## src/nvme_queue_pair_tracker_assert.svh

```systemverilog
// assertion macros for the nvme queue pair tracker
// expects a clock named i_clk and an active-low reset named i_rst_n in the including module
`ifndef NVME_QUEUE_PAIR_TRACKER_ASSERT_SVH
`define NVME_QUEUE_PAIR_TRACKER_ASSERT_SVH

`ifndef SYNTHESIS
`define NQPT_ASSERT_NOW(lbl, ante, cons, msg) \
    lbl: assert property (@(posedge i_clk) disable iff (!i_rst_n) (ante) |-> (cons)) \
        else $error(msg);
`define NQPT_ASSERT_NEXT(lbl, ante, cons, msg) \
    lbl: assert property (@(posedge i_clk) disable iff (!i_rst_n) (ante) |=> (cons)) \
        else $error(msg);
`else
`define NQPT_ASSERT_NOW(lbl, ante, cons, msg)
`define NQPT_ASSERT_NEXT(lbl, ante, cons, msg)
`endif

`endif

```

## src/nqpt_pkg.sv

```systemverilog
// shared constants and types for the nvme queue pair tracker
// no dependencies
package nqpt_pkg;

    localparam int MAX_ENTRIES   = 65536;
    localparam int ENTRY_W       = 17;
    localparam int PTR_W         = 16;
    localparam int LIMIT_W       = 24;
    localparam int CFG_IDX_W     = 2;
    localparam int CFG_DATA_W    = 24;

    localparam logic [ENTRY_W-1:0] ENTRIES_MIN   = ENTRY_W'(2);
    localparam logic [ENTRY_W-1:0] ENTRIES_MAX   = ENTRY_W'(MAX_ENTRIES);
    localparam logic [ENTRY_W-1:0] ENTRIES_RESET = ENTRY_W'(64);
    localparam logic [LIMIT_W-1:0] LIMIT_RESET   = LIMIT_W'(1000000);

    localparam logic [CFG_IDX_W-1:0] CFG_QUEUE_ENTRIES = CFG_IDX_W'(0);
    localparam logic [CFG_IDX_W-1:0] CFG_POLL_LIMIT    = CFG_IDX_W'(1);

    localparam logic CMD_SUBMIT = 1'b0;
    localparam logic CMD_POLL   = 1'b1;

    typedef struct packed {
        logic             take;
        logic [PTR_W-1:0] cmd_id;
        logic [PTR_W-1:0] slot;
        logic [PTR_W-1:0] doorbell;
    } t_sq_res;

    typedef struct packed {
        logic             consume;
        logic [PTR_W-1:0] slot;
        logic [PTR_W-1:0] doorbell;
        logic [PTR_W-1:0] sq_head;
        logic             timed_out;
    } t_cq_res;

endpackage

```

## src/nqpt_sq.sv

```systemverilog
// submission side: tail pointer and command id counter
// depends on nqpt_pkg
module nqpt_sq (
    input  logic                        i_clk,
    input  logic                        i_rst_n,
    input  logic                        i_go,
    input  logic                        i_allow,
    input  logic [nqpt_pkg::ENTRY_W-1:0] i_entries,
    output nqpt_pkg::t_sq_res           o_res
);
    import nqpt_pkg::*;

    logic [PTR_W-1:0]   r_tail, n_tail;
    logic [PTR_W-1:0]   r_id, n_id;
    logic [PTR_W-1:0]   tail_sel;
    logic [ENTRY_W-1:0] tail_inc;

    always_comb begin
        // a tail left beyond a shrunk queue restarts at slot zero
        tail_sel = ({1'b0, r_tail} < i_entries) ? r_tail : '0;
        tail_inc = {1'b0, tail_sel} + ENTRY_W'(1);
        n_tail   = r_tail;
        n_id     = r_id;
        o_res    = '0;
        if (i_go && i_allow) begin
            n_tail         = (tail_inc >= i_entries) ? '0 : tail_inc[PTR_W-1:0];
            n_id           = r_id + PTR_W'(1);
            o_res.take     = 1'b1;
            o_res.cmd_id   = r_id;
            o_res.slot     = tail_sel;
            o_res.doorbell = n_tail;
        end
    end

    always_ff @(posedge i_clk) begin
        if (!i_rst_n) begin
            r_tail <= '0;
            r_id   <= '0;
        end else begin
            r_tail <= n_tail;
            r_id   <= n_id;
        end
    end

endmodule

```

## src/nqpt_cq.sv

```systemverilog
// completion side: head pointer, expected phase, wait counter, device head
// depends on nqpt_pkg
module nqpt_cq (
    input  logic                        i_clk,
    input  logic                        i_rst_n,
    input  logic                        i_go,
    input  logic                        i_phase,
    input  logic [nqpt_pkg::PTR_W-1:0]   i_sq_head,
    input  logic [nqpt_pkg::ENTRY_W-1:0] i_entries,
    input  logic [nqpt_pkg::LIMIT_W-1:0] i_limit,
    output nqpt_pkg::t_cq_res           o_res
);
    import nqpt_pkg::*;

    logic [PTR_W-1:0]   r_head, n_head;
    logic               r_exp_phase, n_exp_phase;
    logic [LIMIT_W-1:0] r_wait, n_wait;
    logic [PTR_W-1:0]   r_dev_head, n_dev_head;
    logic [PTR_W-1:0]   head_sel;
    logic [ENTRY_W-1:0] head_inc;
    logic [LIMIT_W-1:0] limit_eff;
    logic [LIMIT_W-1:0] wait_inc;

    always_comb begin
        head_sel    = ({1'b0, r_head} < i_entries) ? r_head : '0;
        head_inc    = {1'b0, head_sel} + ENTRY_W'(1);
        limit_eff   = (i_limit == '0) ? LIMIT_W'(1) : i_limit;
        wait_inc    = r_wait + LIMIT_W'(1);
        n_head      = r_head;
        n_exp_phase = r_exp_phase;
        n_wait      = r_wait;
        n_dev_head  = r_dev_head;
        o_res       = '0;
        if (i_go) begin
            if (i_phase == r_exp_phase) begin
                n_dev_head = i_sq_head;
                n_wait     = '0;
                if (head_inc >= i_entries) begin
                    n_head      = '0;
                    n_exp_phase = ~r_exp_phase;
                end else begin
                    n_head = head_inc[PTR_W-1:0];
                end
                o_res.consume  = 1'b1;
                o_res.slot     = head_sel;
                o_res.doorbell = n_head;
            end else if (wait_inc >= limit_eff) begin
                n_wait          = '0;
                o_res.timed_out = 1'b1;
            end else begin
                n_wait = wait_inc;
            end
        end
        o_res.sq_head = n_dev_head;
    end

    always_ff @(posedge i_clk) begin
        if (!i_rst_n) begin
            r_head      <= '0;
            r_exp_phase <= 1'b1;
            r_wait      <= '0;
            r_dev_head  <= '0;
        end else begin
            r_head      <= n_head;
            r_exp_phase <= n_exp_phase;
            r_wait      <= n_wait;
            r_dev_head  <= n_dev_head;
        end
    end

endmodule

```

## src/nvme_queue_pair_tracker.sv

```systemverilog
// nvme queue pair tracker top: input register, queue logic, result register.
// the result strobe is registered: a taken transaction passes the input register, then the result register.
// throughput: one transaction per cycle; busy stays low, set by the single
// state update per cycle in the submission and completion logic.
// reset (synchronous, active low) restores pointers, counters, configuration and valid flags.
// results cannot be held off by the receiver.
`include "nvme_queue_pair_tracker_assert.svh"
module nvme_queue_pair_tracker (
    input  logic                           i_clk,
    input  logic                           i_rst_n,
    input  logic                           start,
    output logic                           busy,
    input  logic                           i_cmd,
    input  logic                           i_cqe_phase,
    input  logic [15:0]                    i_cqe_sq_head,
    input  logic                           i_cfg_we,
    input  logic [nqpt_pkg::CFG_IDX_W-1:0]  i_cfg_idx,
    input  logic [nqpt_pkg::CFG_DATA_W-1:0] i_cfg_data,
    output logic                           o_valid,
    output logic                           o_accepted,
    output logic [15:0]                    o_cmd_id,
    output logic [15:0]                    o_sq_slot,
    output logic [15:0]                    o_sq_doorbell,
    output logic [15:0]                    o_cq_slot,
    output logic [15:0]                    o_cq_doorbell,
    output logic [15:0]                    o_sq_head_seen,
    output logic [15:0]                    o_free_slots,
    output logic                           o_timed_out
);
    import nqpt_pkg::*;

    logic [ENTRY_W-1:0] r_entries;
    logic [LIMIT_W-1:0] r_limit;

    logic               r_vld;
    logic               r_cmd;
    logic               r_phase;
    logic [PTR_W-1:0]   r_sqh;

    logic [PTR_W-1:0]   r_outst, n_outst;

    logic               r_out_vld;
    logic               r_out_acc;
    logic [PTR_W-1:0]   r_out_cmd_id;
    logic [PTR_W-1:0]   r_out_sq_slot;
    logic [PTR_W-1:0]   r_out_sq_db;
    logic [PTR_W-1:0]   r_out_cq_slot;
    logic [PTR_W-1:0]   r_out_cq_db;
    logic [PTR_W-1:0]   r_out_sqh;
    logic [PTR_W-1:0]   r_out_free;
    logic               r_out_tmo;

    logic [ENTRY_W-1:0] entries_eff;
    logic [PTR_W-1:0]   cap;
    logic               allow;
    logic [PTR_W-1:0]   free_cnt;
    t_sq_res            sq_res;
    t_cq_res            cq_res;

    // the tracker takes a transaction in every cycle
    assign busy = 1'b0;

    always_ff @(posedge i_clk) begin
        if (!i_rst_n) begin
            r_entries <= ENTRIES_RESET;
            r_limit   <= LIMIT_RESET;
        end else if (i_cfg_we) begin
            case (i_cfg_idx)
                CFG_QUEUE_ENTRIES: r_entries <= i_cfg_data[ENTRY_W-1:0];
                CFG_POLL_LIMIT:    r_limit   <= i_cfg_data[LIMIT_W-1:0];
                default: ;
            endcase
        end
    end

    always_ff @(posedge i_clk) begin
        if (!i_rst_n) begin
            r_vld <= 1'b0;
        end else begin
            r_vld <= start && !busy;
        end
        r_cmd   <= i_cmd;
        r_phase <= i_cqe_phase;
        r_sqh   <= i_cqe_sq_head;
    end

    always_comb begin
        if (r_entries < ENTRIES_MIN) begin
            entries_eff = ENTRIES_MIN;
        end else if (r_entries > ENTRIES_MAX) begin
            entries_eff = ENTRIES_MAX;
        end else begin
            entries_eff = r_entries;
        end
        cap   = PTR_W'(entries_eff - ENTRY_W'(1));
        allow = r_outst < cap;
    end

    nqpt_sq u_sq (
        .i_clk     (i_clk),
        .i_rst_n   (i_rst_n),
        .i_go      (r_vld && (r_cmd == CMD_SUBMIT)),
        .i_allow   (allow),
        .i_entries (entries_eff),
        .o_res     (sq_res)
    );

    nqpt_cq u_cq (
        .i_clk     (i_clk),
        .i_rst_n   (i_rst_n),
        .i_go      (r_vld && (r_cmd == CMD_POLL)),
        .i_phase   (r_phase),
        .i_sq_head (r_sqh),
        .i_entries (entries_eff),
        .i_limit   (r_limit),
        .o_res     (cq_res)
    );

    always_comb begin
        n_outst = r_outst;
        if (sq_res.take) begin
            n_outst = r_outst + PTR_W'(1);
        end else if (cq_res.consume && (r_outst != '0)) begin
            n_outst = r_outst - PTR_W'(1);
        end
        free_cnt = (n_outst >= cap) ? '0 : cap - n_outst;
    end

    always_ff @(posedge i_clk) begin
        if (!i_rst_n) begin
            r_outst   <= '0;
            r_out_vld <= 1'b0;
        end else begin
            r_outst   <= n_outst;
            r_out_vld <= r_vld;
        end
        r_out_acc     <= sq_res.take | cq_res.consume;
        r_out_cmd_id  <= sq_res.cmd_id;
        r_out_sq_slot <= sq_res.slot;
        r_out_sq_db   <= sq_res.doorbell;
        r_out_cq_slot <= cq_res.slot;
        r_out_cq_db   <= cq_res.doorbell;
        r_out_sqh     <= cq_res.sq_head;
        r_out_free    <= free_cnt;
        r_out_tmo     <= cq_res.timed_out;
    end

    assign o_valid        = r_out_vld;
    assign o_accepted     = r_out_acc;
    assign o_cmd_id       = r_out_cmd_id;
    assign o_sq_slot      = r_out_sq_slot;
    assign o_sq_doorbell  = r_out_sq_db;
    assign o_cq_slot      = r_out_cq_slot;
    assign o_cq_doorbell  = r_out_cq_db;
    assign o_sq_head_seen = r_out_sqh;
    assign o_free_slots   = r_out_free;
    assign o_timed_out    = r_out_tmo;

    `NQPT_ASSERT_NOW(a_tmo_not_acc, o_valid && o_timed_out, !o_accepted, "timeout on a consumed entry")
    `NQPT_ASSERT_NEXT(a_poll_no_sq, r_vld && (r_cmd == CMD_POLL), (o_cmd_id == '0) && (o_sq_slot == '0) && (o_sq_doorbell == '0), "poll drove submission fields")
    `NQPT_ASSERT_NOW(a_strobe_src, o_valid, $past(r_vld), "result strobe without a transaction")
    `NQPT_ASSERT_NEXT(a_submit_no_tmo, r_vld && (r_cmd == CMD_SUBMIT), !o_timed_out && (o_cq_slot == '0), "submit drove completion fields")

endmodule

```

## config.mk

```make
export PLATFORM = sky130hd
export DESIGN_NAME = nvme_queue_pair_tracker
export DESIGN_NICKNAME = d
export VERILOG_FILES = /design/src/nqpt_pkg.sv /design/src/nqpt_sq.sv /design/src/nqpt_cq.sv /design/src/nvme_queue_pair_tracker.sv
export VERILOG_INCLUDE_DIRS = /design/src /design/src/src
export SDC_FILE = /design/constraint.sdc
export NUM_CORES = 1
export LEC_CHECK = 0
export BUFFER_PORTS_ARGS = -buffer_cell sky130_fd_sc_hd__buf_2
export CAP_MARGIN = 20
export CORE_MARGIN = 10
export CORE_UTILIZATION = 35
export DETAILED_ROUTE_END_ITERATION = 12
export PLACE_DENSITY = 0.51
export SYNTH_ARGS = -nofsm -noshare
export SYNTH_HDL_FRONTEND = slang
export SYNTH_SLANG_ARGS = --single-unit
```

## constraint.sdc

```tcl
create_clock -name i_clk -period 9.6 [get_ports i_clk]
set_input_delay 1.92 -clock i_clk [delete_from_list [all_inputs] [get_ports i_clk]]
set_output_delay 1.92 -clock i_clk [all_outputs]
set_load 0.005 [all_outputs]
```

==> results.md, run 1 <==
* Status: complete, no violations
* Rows at 73
* Psw at 0.792 mW
* Sw frac at 28.0%
* Nature of the critical path startpoint: register
* Post-synth EDFFs at 0
* Clk_skew at 23.9 ps
* Worst-Margin Slew at 1070 ps
* Synthesized Nets at 1839
* Sequential element share of the synthesized area at 39.3%
* Slowest cell on crit path: nand2_1
* Clock power frac at 42.0%
* First-pass GRT wire length at 68.0 mm
* CTS tree: yes
* Reg area at 0.00561 mm^2
* Top Ports at 164
* Post-CTS Setup Inserts at 0
* Inst Count DP at 2280
* Fin nets at 1966
* Avg WL per Cell at 18.2 um
* Syn avg cell area at 8.57 um^2
* Drt pass-1 iters at 6
* Initial antenna violation count at 8
* Critical path endpoint category: register
* DP Wirelength at 31.6 mm
* Cell internal pwr at 2.04 mW
* H-tree Lvls at 1
* Critical path arrival at 8400 ps
* Logic pwr share at 14.1%
* Yosys warns at 0
* IO Port Bufs at 162
* DRT Wirelength at 42.7 mm
* Reg-to-reg endpoint: u_cq.r_head[3]$_SDFFE_PN0P_
* Slew Limit Fails at 0
* Post-route DRC violation count at 0
* Filler Cell Count at 4130
* Async S/R FF share, synth at 0%
* Sequential share of power at 43.9%
* Max frequency at 127 MHz
* Footprint of the multi-input gates at 0.00794 mm^2
* Max-cap violations at 0
* Unrepaired setup endpoints after global routing: false
* Synth Flop Type: dfxtp_1
* Lkg Pwr at 7.27 nW
* Total GRT Usage at 16.7%
* Clock transition at path regs at 60 ps
* Adder-Cell Fraction of Synth Area at 11.3%
* Worst setup path endpoint: u_cq.r_head[3]$_SDFFE_PN0P_
* Layout cell share with drive strength beyond 1 at 14.1%
* Post-synthesis cell type count at 81
* Worst IR Drop VDD at 0.123 mV
* Worst r2r path cells at 25
* Largest family of logic cells by synthesized area: simple AND/OR/NAND/NOR gates
* Reg2Reg Setup Slack at 1730 ps
* Mux cell area share after synthesis at 1.19%
* Area growth, synth to finish at 15.8%
* Worst hold path type: register to register
* Skew-Pair Late Insertion Delay at 590 ps
* Synth Area in Compound Gates at 14.4%
* Worst setup path class: register to register
* Die area at 0.0492 mm^2
* Max clock buf depth at 3
* Simple-gate share of the synthesized area at 23.8%
* CP delay by family, top: simple AND/OR/NAND/NOR gates
* GR Overflow Total at 0
* Setup TNS at 0 ps
* Hold-fix buffers at CTS at 0
* Final setup fails at 0
* Share of the synthesized area in the top cell type at 39.3%
* Post-synthesis cell area at 0.0143 mm^2
* CTS Buf Count at 31
* Post-Syn Instances at 1663
* Number of global-route vias before repair at 12200
* Worst path bufs/invs at 1
* Placed instance area at 0.0155 mm^2
* Antenna viol nets, final at 0
* Post-CTS Resized at 0
* RR Startpoint: r_entries[12]$_SDFFE_PN0P_
* RePlAce Congestion at 0.867
* Non-filler cells, final at 2341
* Slew HR at 28.5%
* Levels on crit path at 25
* Synth area leaders: dfxtp_1, ha_1, nand2_1
* Core area at 0.0400 mm^2
* CP peak stage delay at 580 ps
* Period utilisation layout at 82.0%
* PwrDens at 172 mW/mm^2
* Design area at 0.0165 mm^2
* Die Width at 222 um
* Setup crit start: r_entries[12]$_SDFFE_PN0P_
* FF+latch count, synth at 280
* Drt initial violations at 739
* Via count at 12300
* CP required at 10130 ps
* Final min period at 7870 ps
* Largest net degree at the start of global routing at 73
* Final hold violation count at 0
* Cell taking the most area after synthesis: dfxtp_1
* Die Y at 222 um
* CP max FO at 20
* CTS Sinks at 280
* Synth Area in XOR/XNOR at 4.98%
* Via density at 5.25
* Initial core utilization at 35.6%
* Clock Tree Root: clkbuf_16
==> cell usage after synthesis (10+ instances only) <==
cell,instances
o21ai_0,32
nor4_1,27
o21a_1,17
dfxtp_1,280
nand2b_1,33
and4_1,10
xnor2_1,54
a21o_1,24
nand3_1,54
nor3_1,67
nor2_1,103
a31oi_1,11
o22ai_1,16
xor2_1,27
a21oi_1,91
ha_1,127
nand2_1,237
and3_1,43
clkbuf_1,62
mux2i_1,17
a22o_1,15
o211ai_1,15
nor2b_1,10
and2_1,18
nand4_1,25
or3_1,20
inv_1,93
==> kinds of logic (layout without fill, tap and decap cells) <==
logic type,Yosys count,count (layout)
AO/OA/AOI/OAI,298,298
multiplexers,17,17
flip-flops,280,280
AND/OR/NAND/NOR,682,682
XOR/XNOR,81,81
buffers and inverters,176,327
adder cells (fa/ha/maj),128,128
other,1,3
==> per-stage QoR <==
stage	total power, mW	util [%]	hold WS, ps	setup slack [ps]
floorplan	1.53	-	410	2940
detailed placement	1.67	38.6	422	1240
CTS	2.87	41.2	439	1210
global placement	1.67	38.6	421	1400
finish	2.83	41.3	437	1730
global route	2.97	41.3	464	1050
==> area by class of cell <==
type                    instances  share of cell area (%)
multi-input cells            1207                    48.1
well taps                     525                    3.98
diodes                          2                  0.0303
repair buffers                177                    5.68
clock buffers                  35                    4.91
clock inverters                22                    1.26
flip-flops and latches        280                    34.0
inverters                      93                    2.11
==> tightest hold or removal path, delay by kind of cell, from the launching register on <==
kind	cells	cell delay [ps]
flops	1	310
simple gates	2	110
==> registers in the layout (all words and copies together), names as in the netlist, 16 cells and up <==
name and count:
r_limit 24, u_cq.r_wait 24, r_entries 17, o_cmd_id 16, o_cq_doorbell 16, o_cq_slot 16
o_free_slots 16, o_sq_doorbell 16, o_sq_head_seen 16, o_sq_slot 16, r_outst 16, r_sqh 16
u_cq.r_dev_head 16, u_cq.r_head 16, u_sq.r_id 16, u_sq.r_tail 16
==> layout by cell type, fill, tap and decap left out, drive strengths merged, types with 7 or more instances in the layout <==
master,n
a31oi,12
xor2,27
o211ai,15
nand4,26
xnor2,54
a21o,24
and2,18
o32ai,8
nor2,103
and3,44
clkinv,12
and4,10
nand3,55
nor2b,10
a22o,15
a21oi,91
clkbuf,36
o22ai,16
buf,176
a221o,7
o21ai,34
nor4,29
mux2i,17
o311ai,7
nand2,237
nor3,67
ha,127
or2,9
o21a,17
nand2b,33
inv,97
or4,7
dfxtp,280
or3,20
==> power groups by stage <==
stage | logic (mW) | registers [mW] | clock network (mW)
finish | 0.399 | 1.24 | 1.19
global route | 0.448 | 1.25 | 1.27
CTS | 0.400 | 1.24 | 1.23
detailed placement | 0.398 | 1.27 | 0
global placement | 0.398 | 1.27 | 0
floorplan | 0.268 | 1.26 | 0
==> layer usage <==
layer,up-vias,track usage (%),share of wire (%)
met5,-,0,0.16
met4,12,4.68,2.4
met3,79,4.03,6.2
met2,305,26.3,44
met1,5758,22.2,47
li1,6137,-,-
==> how the worst min path moves through the flow <==
stage                                 start  cells after the start                    endpoint
final                      r_sqh[6]$_DFF_P_                      2   o_sq_head_seen[6]$_DFF_P_
after global routing       r_sqh[6]$_DFF_P_                      2   o_sq_head_seen[6]$_DFF_P_
after CTS                  r_sqh[6]$_DFF_P_                      2   o_sq_head_seen[6]$_DFF_P_
after detailed placement  r_sqh[14]$_DFF_P_                      2  o_sq_head_seen[14]$_DFF_P_
after global placement     r_sqh[8]$_DFF_P_                      2   o_sq_head_seen[8]$_DFF_P_
after floorplan            r_sqh[0]$_DFF_P_                      2   o_sq_head_seen[0]$_DFF_P_
(Power assumes the default switching activity.)
==> inputs of run 2 (changes only) <==
--- a/config.mk
+++ b/config.mk
@@ -11,7 +11,7 @@
 export CORE_MARGIN = 10
 export CORE_UTILIZATION = 35
 export DETAILED_ROUTE_END_ITERATION = 12
-export PLACE_DENSITY = 0.51
+export PLACE_DENSITY = 0.53
 export SYNTH_ARGS = -nofsm -noshare
 export SYNTH_HDL_FRONTEND = slang
 export SYNTH_SLANG_ARGS = --single-unit
==> constraint.sdc (replaced) <==
create_clock -name i_clk -period 7 [get_ports i_clk]
set_input_delay 1.4 -clock i_clk [delete_from_list [all_inputs] [get_ports i_clk]]
set_output_delay 1.4 -clock i_clk [all_outputs]
set_load 0.005 [all_outputs]
==> results.md, run 2 (synthesized netlist as in run 1, its figures left out) <==
* Most frequent cells in the layout: dfxtp_1, nand2_1, buf_2
* RePlAce Congestion at 0.892
* Worst-Margin Slew at 1070 ps
* Worst path bufs/invs at 2
* WHS at 436 ps
* Skew-Pair Late Insertion Delay at 540 ps
* Worst r2r path cells at 26
* Post-CTS Setup Inserts at 0
* Slew HR at 28.5%
* Core area at 0.0400 mm^2
* Largest net degree at the start of global routing at 69
* Number of global-route vias before repair at 12100
* Fin nets at 1992
* Logic pwr share at 13.6%
* Final setup fails at 0
* Rows at 73
* Die Y at 222 um
* Placed instance area at 0.0156 mm^2
* CP max FO at 14
* CTS Sinks at 280
* DP Wirelength at 32.3 mm
* Clock power frac at 44.9%
* Antenna viol nets, final at 0
* Fin util at 42.1%
* Cell internal pwr at 3.03 mW
* Clk_skew at 14.9 ps
* Drt pass-1 iters at 5
* PwrDens at 244 mW/mm^2
* Via density at 5.26
* Slowest cell on crit path: dfxtp_1
* Die Width at 222 um
* CTS tree: yes
* Final hold violation count at 0
* Worst setup path class: register to register
* CP delay by family, top: simple AND/OR/NAND/NOR gates
* Critical path arrival at 6970 ps
* Status: complete, no violations
* Initial antenna violation count at 9
* H-tree Lvls at 2
* Commonest non-fill, non-tap cell in the layout: dfxtp_1
* CTS Buf Count at 34
* Initial core utilization at 35.6%
* Max-cap violations at 0
* CP required at 7430 ps
* Worst IR Drop VDD at 0.172 mV
* Worst hold path type: register to register
* Avg WL per Cell at 18.0 um
* DRT Wirelength at 42.6 mm
* Nature of the critical path startpoint: register
* Clock transition at path regs at 70 ps
* Design area at 0.0168 mm^2
* Levels on crit path at 26
* Max clock buf depth at 3
* Die area at 0.0492 mm^2
* Sequential share of power at 41.5%
* Psw at 1.07 mW
* Post-route DRC violation count at 0
* CP peak stage delay at 400 ps
* Clock Tree Root: clkbuf_16
* Lkg Pwr at 7.46 nW
* Critical path endpoint category: register
* Slew Limit Fails at 0
* Hold-fix buffers at CTS at 0
* GR Overflow Total at 0
* Hold Path Cell Cnt at 2
* IO Port Bufs at 162
* Final min period at 6540 ps
* Via count at 12500
* Drt initial violations at 729
* Sw frac at 26.2%
* Setup TNS at 0 ps
* Max frequency at 153 MHz
* Area growth, synth to finish at 18.2%
* Total chip power at 4.10 mW
* Period utilisation layout at 93.4%
* Top Ports at 164
* Layout cell share with drive strength beyond 1 at 15.5%
* First-pass GRT wire length at 68.1 mm
* Biggest regs: r_limit: 24 flops, u_cq.r_wait: 24 flops, r_entries: 17 flops
* Total GRT Usage at 16.8%
## run 2: cell count changes in the layout (fill, tap and decap cells not counted), moves of 2 or more
| cell | previous run | this run |
|---|---|---|
| bufinv_16 | 2 | 5 |
| clkinv_4 | 3 | 1 |
| clkbuf_16 | 32 | 35 |
| clkbuf_1 | 2 | 5 |
| clkinvlp_4 | 4 | 0 |
| buf_4 | 13 | 37 |
## run 2: power by group through the flow
stage               clock [mW]  sequential [mW]  combinational [mW]
CTS                       1.90             1.70               0.559
floorplan                    0             1.73               0.368
detailed placement           0             1.74               0.557
global placement             0             1.74               0.553
finish                    1.84             1.70               0.559
global route              1.96             1.71               0.627
## run 2: path summary, 6_finish.rpt
path                            slack (ps)                           to                       from
worst max register to register         460  u_cq.r_head[8]$_SDFFE_PN0P_  r_entries[6]$_SDFFE_PN1P_
worst min register to register         440    o_sq_head_seen[7]$_DFF_P_           r_sqh[7]$_DFF_P_
worst min-delay path                   440    o_sq_head_seen[7]$_DFF_P_           r_sqh[7]$_DFF_P_
worst max-delay path                   460  u_cq.r_head[8]$_SDFFE_PN0P_  r_entries[6]$_SDFFE_PN1P_
## run 2: metal layers
metal	wire (um)	vias to the layer above	global-route usage (%)
met3	2680	81	4.22
met4	1110	12	6.08
met2	18000	350	25.3
met5	72	-	0
li1	-	6200	-
met1	20700	5811	22.7
## run 2: cell type report
type / count / area (um^2)
diodes: 2 / 5.00
clock buffers: 43 / 936
clock inverters: 17 / 229
fillers: 4083 / 23200
inverters: 93 / 349
multi-input cells: 1207 / 7970
flip-flops and latches: 280 / 5610
well taps: 525 / 657
repair buffers: 200 / 1100
## run 2: tightest hold or removal path, stage by stage, from the launching register on
cell and delay [ps]:
dfxtp_1 300, nand2_1 60, nand2_1 50
## run 2: timing repair
| action | 4_1_cts | 5_1_grt |
|---|---|---|
| endpoints found under the setup margin | 0 | 70 |
| gates resized for setup | 0 | 10 |
| hold endpoints to repair | 0 | 0 |
## run 2: metrics by stage
stage               setup slack, ps  instances
global placement                379       2304
finish                          460       2367
floorplan                       335       1663
CTS                             157       2364
detailed placement              195       2304
global route                  -13.1       2367
